$ cat src/hdl/trial_division_prime_test_top_assert.svh
// ----------------------------------------------------------------------------
// trial division prime test assertion macros
// shared property forms for the checks at the end of the top level
// ----------------------------------------------------------------------------
`ifndef TRIAL_DIVISION_PRIME_TEST_TOP_ASSERT_SVH
`define TRIAL_DIVISION_PRIME_TEST_TOP_ASSERT_SVH

// condition holds at every edge out of reset
`define TDPT_ASSERT_ALWAYS(label, cond, msg) \
    label: assert property (@(posedge clk) disable iff (!rst_n) (cond)) \
        else $error(msg);

// antecedent in one cycle implies consequent in the same cycle
`define TDPT_ASSERT_IMPLY(label, ante, cons, msg) \
    label: assert property (@(posedge clk) disable iff (!rst_n) (ante) |-> (cons)) \
        else $error(msg);

// antecedent in one cycle implies consequent in the next cycle
`define TDPT_ASSERT_NEXT(label, ante, cons, msg) \
    label: assert property (@(posedge clk) disable iff (!rst_n) (ante) |=> (cons)) \
        else $error(msg);

`endif

$ cat src/hdl/tdpt_pkg.sv
// ----------------------------------------------------------------------------
// tdpt_pkg
// types and fixed constants of the trial division prime test
// ----------------------------------------------------------------------------
package tdpt_pkg;

    localparam int DIVIDEND_W = 32;
    localparam int DIVISOR_W  = 16;
    localparam int CAND_W     = 17;

    // remainder unit: radix-2 restoring steps, several per clock
    localparam int REM_BITS   = 4;
    localparam int REM_CYCLES = DIVIDEND_W / REM_BITS;
    localparam int REM_CNT_W  = $clog2(REM_CYCLES);

    localparam int SEED_COUNT = 6;
    localparam int SEED_IDX_W = $clog2(SEED_COUNT);

    localparam logic [DIVISOR_W-1:0] SEED_PRIMES [SEED_COUNT] = '{
        16'd2, 16'd3, 16'd5, 16'd7, 16'd11, 16'd13
    };

    localparam logic [CAND_W-1:0] CAND_FIRST = 17'd17;
    localparam logic [CAND_W-1:0] CAND_STEP  = 17'd2;

    typedef struct packed {
        logic busy;
        logic done;
        logic zero;
    } rem_status_t;

endpackage

$ cat src/hdl/tdpt_rem_unit.sv
// ----------------------------------------------------------------------------
// tdpt_rem_unit
// iterative remainder of a 32-bit dividend by a nonzero 16-bit divisor
// ----------------------------------------------------------------------------
module tdpt_rem_unit
    import tdpt_pkg::*;
(
    input  logic                  clk,
    input  logic                  rst_n,
    input  logic                  start,
    input  logic [DIVIDEND_W-1:0] dividend,
    input  logic [DIVISOR_W-1:0]  divisor,
    output rem_status_t           status
);

    logic                  busy_reg;
    logic                  done_reg;
    logic [REM_CNT_W-1:0]  cnt_reg;
    logic [DIVIDEND_W-1:0] dvd_reg;
    logic [DIVISOR_W-1:0]  dsr_reg;
    logic [DIVISOR_W-1:0]  rem_reg;
    logic [DIVISOR_W-1:0]  rem_next;

    // REM_BITS restoring steps per clock
    always_comb
    begin
        logic [DIVISOR_W:0]   trial;
        logic [DIVISOR_W-1:0] r;
        r = rem_reg;
        for (int i = 0; i < REM_BITS; i++)
        begin
            trial = {r, dvd_reg[DIVIDEND_W-1-i]};
            if (trial >= {1'b0, dsr_reg})
            begin
                trial = trial - {1'b0, dsr_reg};
            end
            r = trial[DIVISOR_W-1:0];
        end
        rem_next = r;
    end

    always_ff @(posedge clk or negedge rst_n)
    begin
        if (!rst_n)
        begin
            busy_reg <= 1'b0;
            done_reg <= 1'b0;
            cnt_reg  <= '0;
        end
        else if (start)
        begin
            busy_reg <= 1'b1;
            done_reg <= 1'b0;
            cnt_reg  <= '0;
        end
        else if (busy_reg)
        begin
            cnt_reg <= cnt_reg + 1'b1;
            if (cnt_reg == REM_CNT_W'(REM_CYCLES - 1))
            begin
                busy_reg <= 1'b0;
                done_reg <= 1'b1;
            end
        end
        else
        begin
            done_reg <= 1'b0;
        end
    end

    always_ff @(posedge clk)
    begin
        if (start)
        begin
            dvd_reg <= dividend;
            dsr_reg <= divisor;
            rem_reg <= '0;
        end
        else if (busy_reg)
        begin
            dvd_reg <= dvd_reg << REM_BITS;
            rem_reg <= rem_next;
        end
    end

    assign status.busy = busy_reg;
    assign status.done = done_reg;
    assign status.zero = (rem_reg == '0);

endmodule
$ cat config.mk
export PLATFORM = sky130hd
export DESIGN_NAME = tdpt_rem_unit
export DESIGN_NICKNAME = d
export VERILOG_FILES = /design/src/hdl/trial_division_prime_test_top_assert.svh /design/src/hdl/tdpt_pkg.sv /design/src/hdl/tdpt_rem_unit.sv
export SDC_FILE = /design/constraint.sdc
export NUM_CORES = 1
export LEC_CHECK = 0
export CORE_ASPECT_RATIO = 0.9
export CORE_MARGIN = 2
export CORE_UTILIZATION = 65
export DETAILED_ROUTE_END_ITERATION = 10
export DONT_BUFFER_PORTS = 1
export PLACE_DENSITY = 0.91
export SLEW_MARGIN = 20
export SYNTH_ARGS = -nofsm -noshare
export SYNTH_HDL_FRONTEND = slang
export SYNTH_SLANG_ARGS = --single-unit
$ cat constraint.sdc
create_clock -name clk -period 14.16 [get_ports clk]
set_input_delay 2.124 -clock clk [delete_from_list [all_inputs] [get_ports clk]]
set_output_delay 2.124 -clock clk [all_outputs]
set_load 0.02 [all_outputs]
# Yosys cells after proc, flatten, opt, wreduce, memory -nomap -nowiden
# Cells that the tools add are included.
op_classes:
  add_sub_neg: 5
  magnitude_cmp: 4
  eq_ne: 2
  mux: 14
  n_reduce_logical: 2
op_table:
  columns: ["operator", "count"]
  rows:
  - ["$ge 17x16->1", 4]
  - ["$mux 16", 4]
  - ["$mux 32", 2]
  - ["$sub 16x16->16", 4]
  - ["$logic_not 16->1", 1]
  - ["$mux 1", 6]
  - ["$mux 3", 2]
  - ["$add 3x1->3 const B", 1]
  - ["$eq 3x3->1 const B", 1]
  - ["$ne 3x2->1 const B", 1]
  - ["$reduce_bool 2->1", 1]
word_totals:
  register_bits: 69
  output_inout_bits: 3
  wordCells: 33

# Longest topological paths before layout
depth:
  depth_word: 8
  depth_mapped: 48
  ltp_nobuf: 43

# Worst setup path before layout
# No wires, ideal clock.
synth_timing:
  kind: "register to register"
  startpoint: "reg dsr_reg[1]"
  endpoint: "reg rem_reg[1]"
  t_arrival_ns: 9.561
  required_time_ns: 14.038
  slack_ns: 4.477
  path_stages_with_launch: 48
  cell_sequence: "edfxtp_1 > inv_1 > ha_1 > nand2b_1 > a21oi_1 > o21ai_0 > a21oi_1 > o31ai_1 > clkbuf_1 > clkbuf_1 > nor2_1 > a21oi_1 > inv_1 > ha_1 > nor2b_1 > o31a_1 > o211a_1 > a221o_1 > [12 not listed] > nand2_1 > o22a_1 > buf_6 > buf_6 > a21oi_1 > ha_1 > nor2b_1 > o21a_1 > o31ai_1 > a21oi_1 > a31oi_1 > a211oi_1 > a211o_1 > a211oi_1 > o211a_4 > buf_6 > nor3_1 > a311o_1"
synth_between:
  elab_chain_len: 8
  elab_cells_between_ends: 12
  classes_between: "add/sub: 4; order compare: 4; mux: 4"
synth_rtl:
  columns: ["item", "line_no", "rtl"]
  rows:
  - ["start: declaration", "tdpt_rem_unit.sv:20", "logic [DIVISOR_W-1:0] dsr_reg;"]
  - ["start signal: assignment", "tdpt_rem_unit.sv:76", "dsr_reg <= divisor;"]
  - ["$sub 16x16->16 or $ge 17x16->1 (tied branches)", "tdpt_rem_unit.sv:35, tdpt_rem_unit.sv:33", null]
  - ["$mux 16", "tdpt_rem_unit.sv:33", "if (trial >= {1'b0, dsr_reg})"]
  - ["$sub 16x16->16 or $ge 17x16->1 (tied branches)", "tdpt_rem_unit.sv:35, tdpt_rem_unit.sv:33", null]
  - ["$mux 16", "tdpt_rem_unit.sv:33", null]
  - ["$ge 17x16->1 or $sub 16x16->16 (tied branches)", "tdpt_rem_unit.sv:33, tdpt_rem_unit.sv:35", null]
  - ["$mux 16", "tdpt_rem_unit.sv:33", null]
  - ["$sub 16x16->16 or $ge 17x16->1 (tied branches)", "tdpt_rem_unit.sv:35, tdpt_rem_unit.sv:33", null]
  - ["$mux 16 *", "tdpt_rem_unit.sv:33", null]
  - ["end signal: assignment", "tdpt_rem_unit.sv:82", "rem_reg <= rem_next;"]
  - ["end: declaration", "tdpt_rem_unit.sv:21", "logic [DIVISOR_W-1:0] rem_reg;"]
# Every way passes the cells marked *; elsewhere a longest branch is shown, timed or not.
# A chain may end at the register's enable or synchronous reset.

# Worst setup path after layout
layout_timing:
  startpoint: "reg dsr_reg[1]"
  endpoint: "reg rem_reg[11]"
layout_between:
  elab_chain_len: 8
  elab_cells_between_ends: 12
  classes_between: "add/sub: 4; order compare: 4; mux: 4"
layout_rtl:
  columns: ["item", "line_no"]
  rows:
  - ["$sub 16x16->16 or $ge 17x16->1 (tied branches)", "tdpt_rem_unit.sv:35, tdpt_rem_unit.sv:33"]
  - ["$mux 16", "tdpt_rem_unit.sv:33"]
  - ["$sub 16x16->16 or $ge 17x16->1 (tied branches)", "tdpt_rem_unit.sv:35, tdpt_rem_unit.sv:33"]
  - ["$mux 16", "tdpt_rem_unit.sv:33"]
  - ["$sub 16x16->16 or $ge 17x16->1 (tied branches)", "tdpt_rem_unit.sv:35, tdpt_rem_unit.sv:33"]
  - ["$mux 16", "tdpt_rem_unit.sv:33"]
  - ["$sub 16x16->16 or $ge 17x16->1 (tied branches)", "tdpt_rem_unit.sv:35, tdpt_rem_unit.sv:33"]
  - ["$mux 16 *", "tdpt_rem_unit.sv:33"]
# Marked as above.

==> summary.md <==
| Metric | Value |
|---|---|
| Final Max Tran Viols | `0` |
| Primary FF master, synth | `edfxtp_1` |
| Final Hold Fails | `0` |
| Post-route ant nets | `0` |
| Final min period | `11400 ps` |
| Max_cap viols | `0` |
| Synthesis-stage register bit count | `69` |
| Post-DP HPWL | `12.9 mm` |
| Dominant cells by area after synthesis | `edfxtp_1 23%, ha_1 13%, mux2_2 10%` |
| Syn Area/Cell | `9.52 um2` |
| Via count | `5339` |
| Fmax | `87.7 MHz` |
| CP startpoint | `dsr_reg[1]` |
| Async set-reset flop share out of synthesis | `0.0725` |
| Reg clk slew, reported paths | `80 ps` |
| Clk buf depth | `2` |
| Worst setup endpoint | `rem_reg[11]` |
| Seq/Total Area, Yosys | `0.297` |
| CTS tree | `done` |
| # setup viols final | `0` |
| Max_slew headroom | `0.500` |
| Yosys top cell area share | `0.227` |
| Die height | `97.7 um` |
| Cells after Synth | `666` |
| Final net count | `779` |
| Layout area overhead | `4.28%` |
| Number of port buffers | `0` |
| WS Path Type | `register to register` |
| FF-to-FF setup slack | `2760 ps` |
| Via density | `6.77` |
| Worst EP arrival | `11630 ps` |
| Synth area leader | `edfxtp_1` |
| Vias in the first global route | `5098` |
| Post-CTS resize count | `0` |
| RePlAce Congestion | `1.01` |
| Final Skew | `16.8 ps` |
| Clock latency on the worst-skew pair | `370 ps` |
| Clk root buf | `clkbuf_8` |
| Num CTS Buffers | `9` |
| Layout cells sized above 1 | `0.130` |
| Post-CTS setup buffer count | `0` |
| Largest net degree at the start of global routing | `72` |
| Crit-path slowest cell | `edfxtp_1` |
| Slew of the pin with the lowest slew margin | `750 ps` |
| Row Count | `34` |
| Ys Warns | `0` |
| Detailed Route WL | `17.1 mm` |
| Global-route wire length before repair | `26.6 mm` |
| Avg WL per Cell | `21.7 um` |
| Synth unique cells | `65` |
| Cell mode on critical path | `a21oi_1` |
| Max stage delay on crit path | `520 ps` |
| GRT Overall Usage | `0.331` |
| Pre-antenna DRT Iters | `6` |
| Status | `finished clean` |
| CP endpoint kind | `register` |
| Initial Utilization | `0.663` |
| Hold path cells | `2` |
| Capturing point of the worst reg2reg path | `rem_reg[11]` |
| Syn nets | `787` |
| DRC | `0` |
| Initial DRC Count | `489` |
| Max reg flops | `32` |
| Crit-path max FO | `22` |
| Remaining Overflow, GRT | `0` |
| Sink Count | `69` |
| Min-Delay Path Class | `register to register` |
| EDFF count, synth | `48` |
| RSZ-0062 raised after global routing | `false` |
| Core area | `9570 um2` |
| Post-Route Setup TNS | `0 ps` |
| Die ar. | `10600 um2` |
| WP data required | `14390 ps` |
| FF-to-FF Start | `dsr_reg[1]` |
| FF-to-FF path depth | `41` |
| Ant diodes | `0` |
| Period utilization | `0.805` |
| Initial antenna violation count | `0` |
| I/O pins | `54` |
| Hold_buf cts | `0` |
| Chip width | `108 um` |
| Post-Syn Area | `6340 um2` |
| CP Launch Type | `register` |
| H-tree levels | `3` |
==> Yosys cell counts, drive strengths merged (4+ instances only) <==
master and count:
dfrtp 5, and2 5, nand2b 8, o21ai 31, inv 36, o21a 12
o21bai 5, nor2b 10, o31a 4, buf 10, mux2i 19, xnor2 33
xor2 16, ha 66, edfxtp 48, nor2 57, a31o 4, a211oi 16
a31oi 7, nand4 8, a21o 21, dfxtp 16, a21oi 41, nand2 29
nor4 8, clkbuf 11, mux2 58, fa 4, nand3 16, nor3 11
==> logic make-up (layout without fill, tap and decap cells) <==
group                      count (synthesis)  count (layout)  share of synthesized area
buffers and inverters                     57              54                     0.0397
AOI/OAI and AO/OA                        178             178                      0.193
muxes                                     77              77                      0.133
adders and majority gates                 70              70                      0.143
DFF                                       69              69                      0.297
xor gates and xnor gates                  49              49                     0.0677
and+or+nand+nor                          166             166                      0.127
==> per-layer routing <==
layer	track usage	vias up	wire length [um]
met4	0.133	0	704
met1	0.456	2514	7410
met2	0.506	290	7610
met5	0	-	0
li1	-	2487	-
met3	0.0758	48	1380
==> cell type report <==
cell class                 instances  area, um2
sequential                        69       1890
clock inverter                     7       86.3
clock buffer                       9        124
fill                             713       2960
timing repair buffer               2       15.0
tap                              126        158
inverter                          36        135
multi-input combinational        540       4210
==> through the flow <==
stage          cell area, um2  std cells  worst slack (ps)  hold slack [ps]  utilization
2_1_floorplan            6340        666              4480              452            -
5_1_grt                  6610        789              2210              567        0.691
3_3_place_gp             6400        773              3190              509        0.669
4_1_cts                  6610        789              3040              533        0.691
6_report                 6610        789              2760              537        0.691
3_5_place_dp             6400        773              3070              517        0.669
==> cells in the final DEF (no fill, tap or decap), types with 5 or more instances in the layout <==
| master | count |
|---|---|
| nor2b_1 | 10 |
| xor2_1 | 16 |
| mux2_2 | 58 |
| inv_1 | 36 |
| nand2_1 | 29 |
| o21a_1 | 12 |
| o21ai_0 | 30 |
| a21o_1 | 21 |
| nor4_1 | 8 |
| a31oi_1 | 7 |
| nor2_1 | 57 |
| clkbuf_8 | 9 |
| and2_1 | 5 |
| nand2b_1 | 8 |
| a21oi_1 | 40 |
| nand3_1 | 16 |
| nor3_1 | 11 |
| a211oi_1 | 16 |
| dfrtp_1 | 5 |
| dfxtp_1 | 16 |
| ha_1 | 66 |
| edfxtp_1 | 48 |
| nand4_1 | 8 |
| o21bai_1 | 5 |
| xnor2_1 | 33 |
| mux2i_1 | 19 |
==> worst min path at each step <==
stage          slack, ps          to       start
6_report             540  cnt_reg[2]  cnt_reg[2]
5_1_grt              570  cnt_reg[2]  cnt_reg[2]
4_1_cts              530  rem_reg[5]  rem_reg[5]
3_5_place_dp         520  cnt_reg[2]  cnt_reg[2]
3_3_place_gp         510  cnt_reg[1]  cnt_reg[1]
2_1_floorplan        450    done_reg    done_reg
==> worst max-delay path: cells and delay by family, from the launching register on <==
kind                       cells  cell delay [ps]
muxes                          2              730
adders and majority gates      4             1320
buffers and inverters          3              730
and+or+nand+nor                6              680
AOI/OAI and AO/OA             26             7250
DFF                            1              520
Power is not shown: default switching activity piles up to over one toggle a cycle in this logic, so the estimate is an artifact.
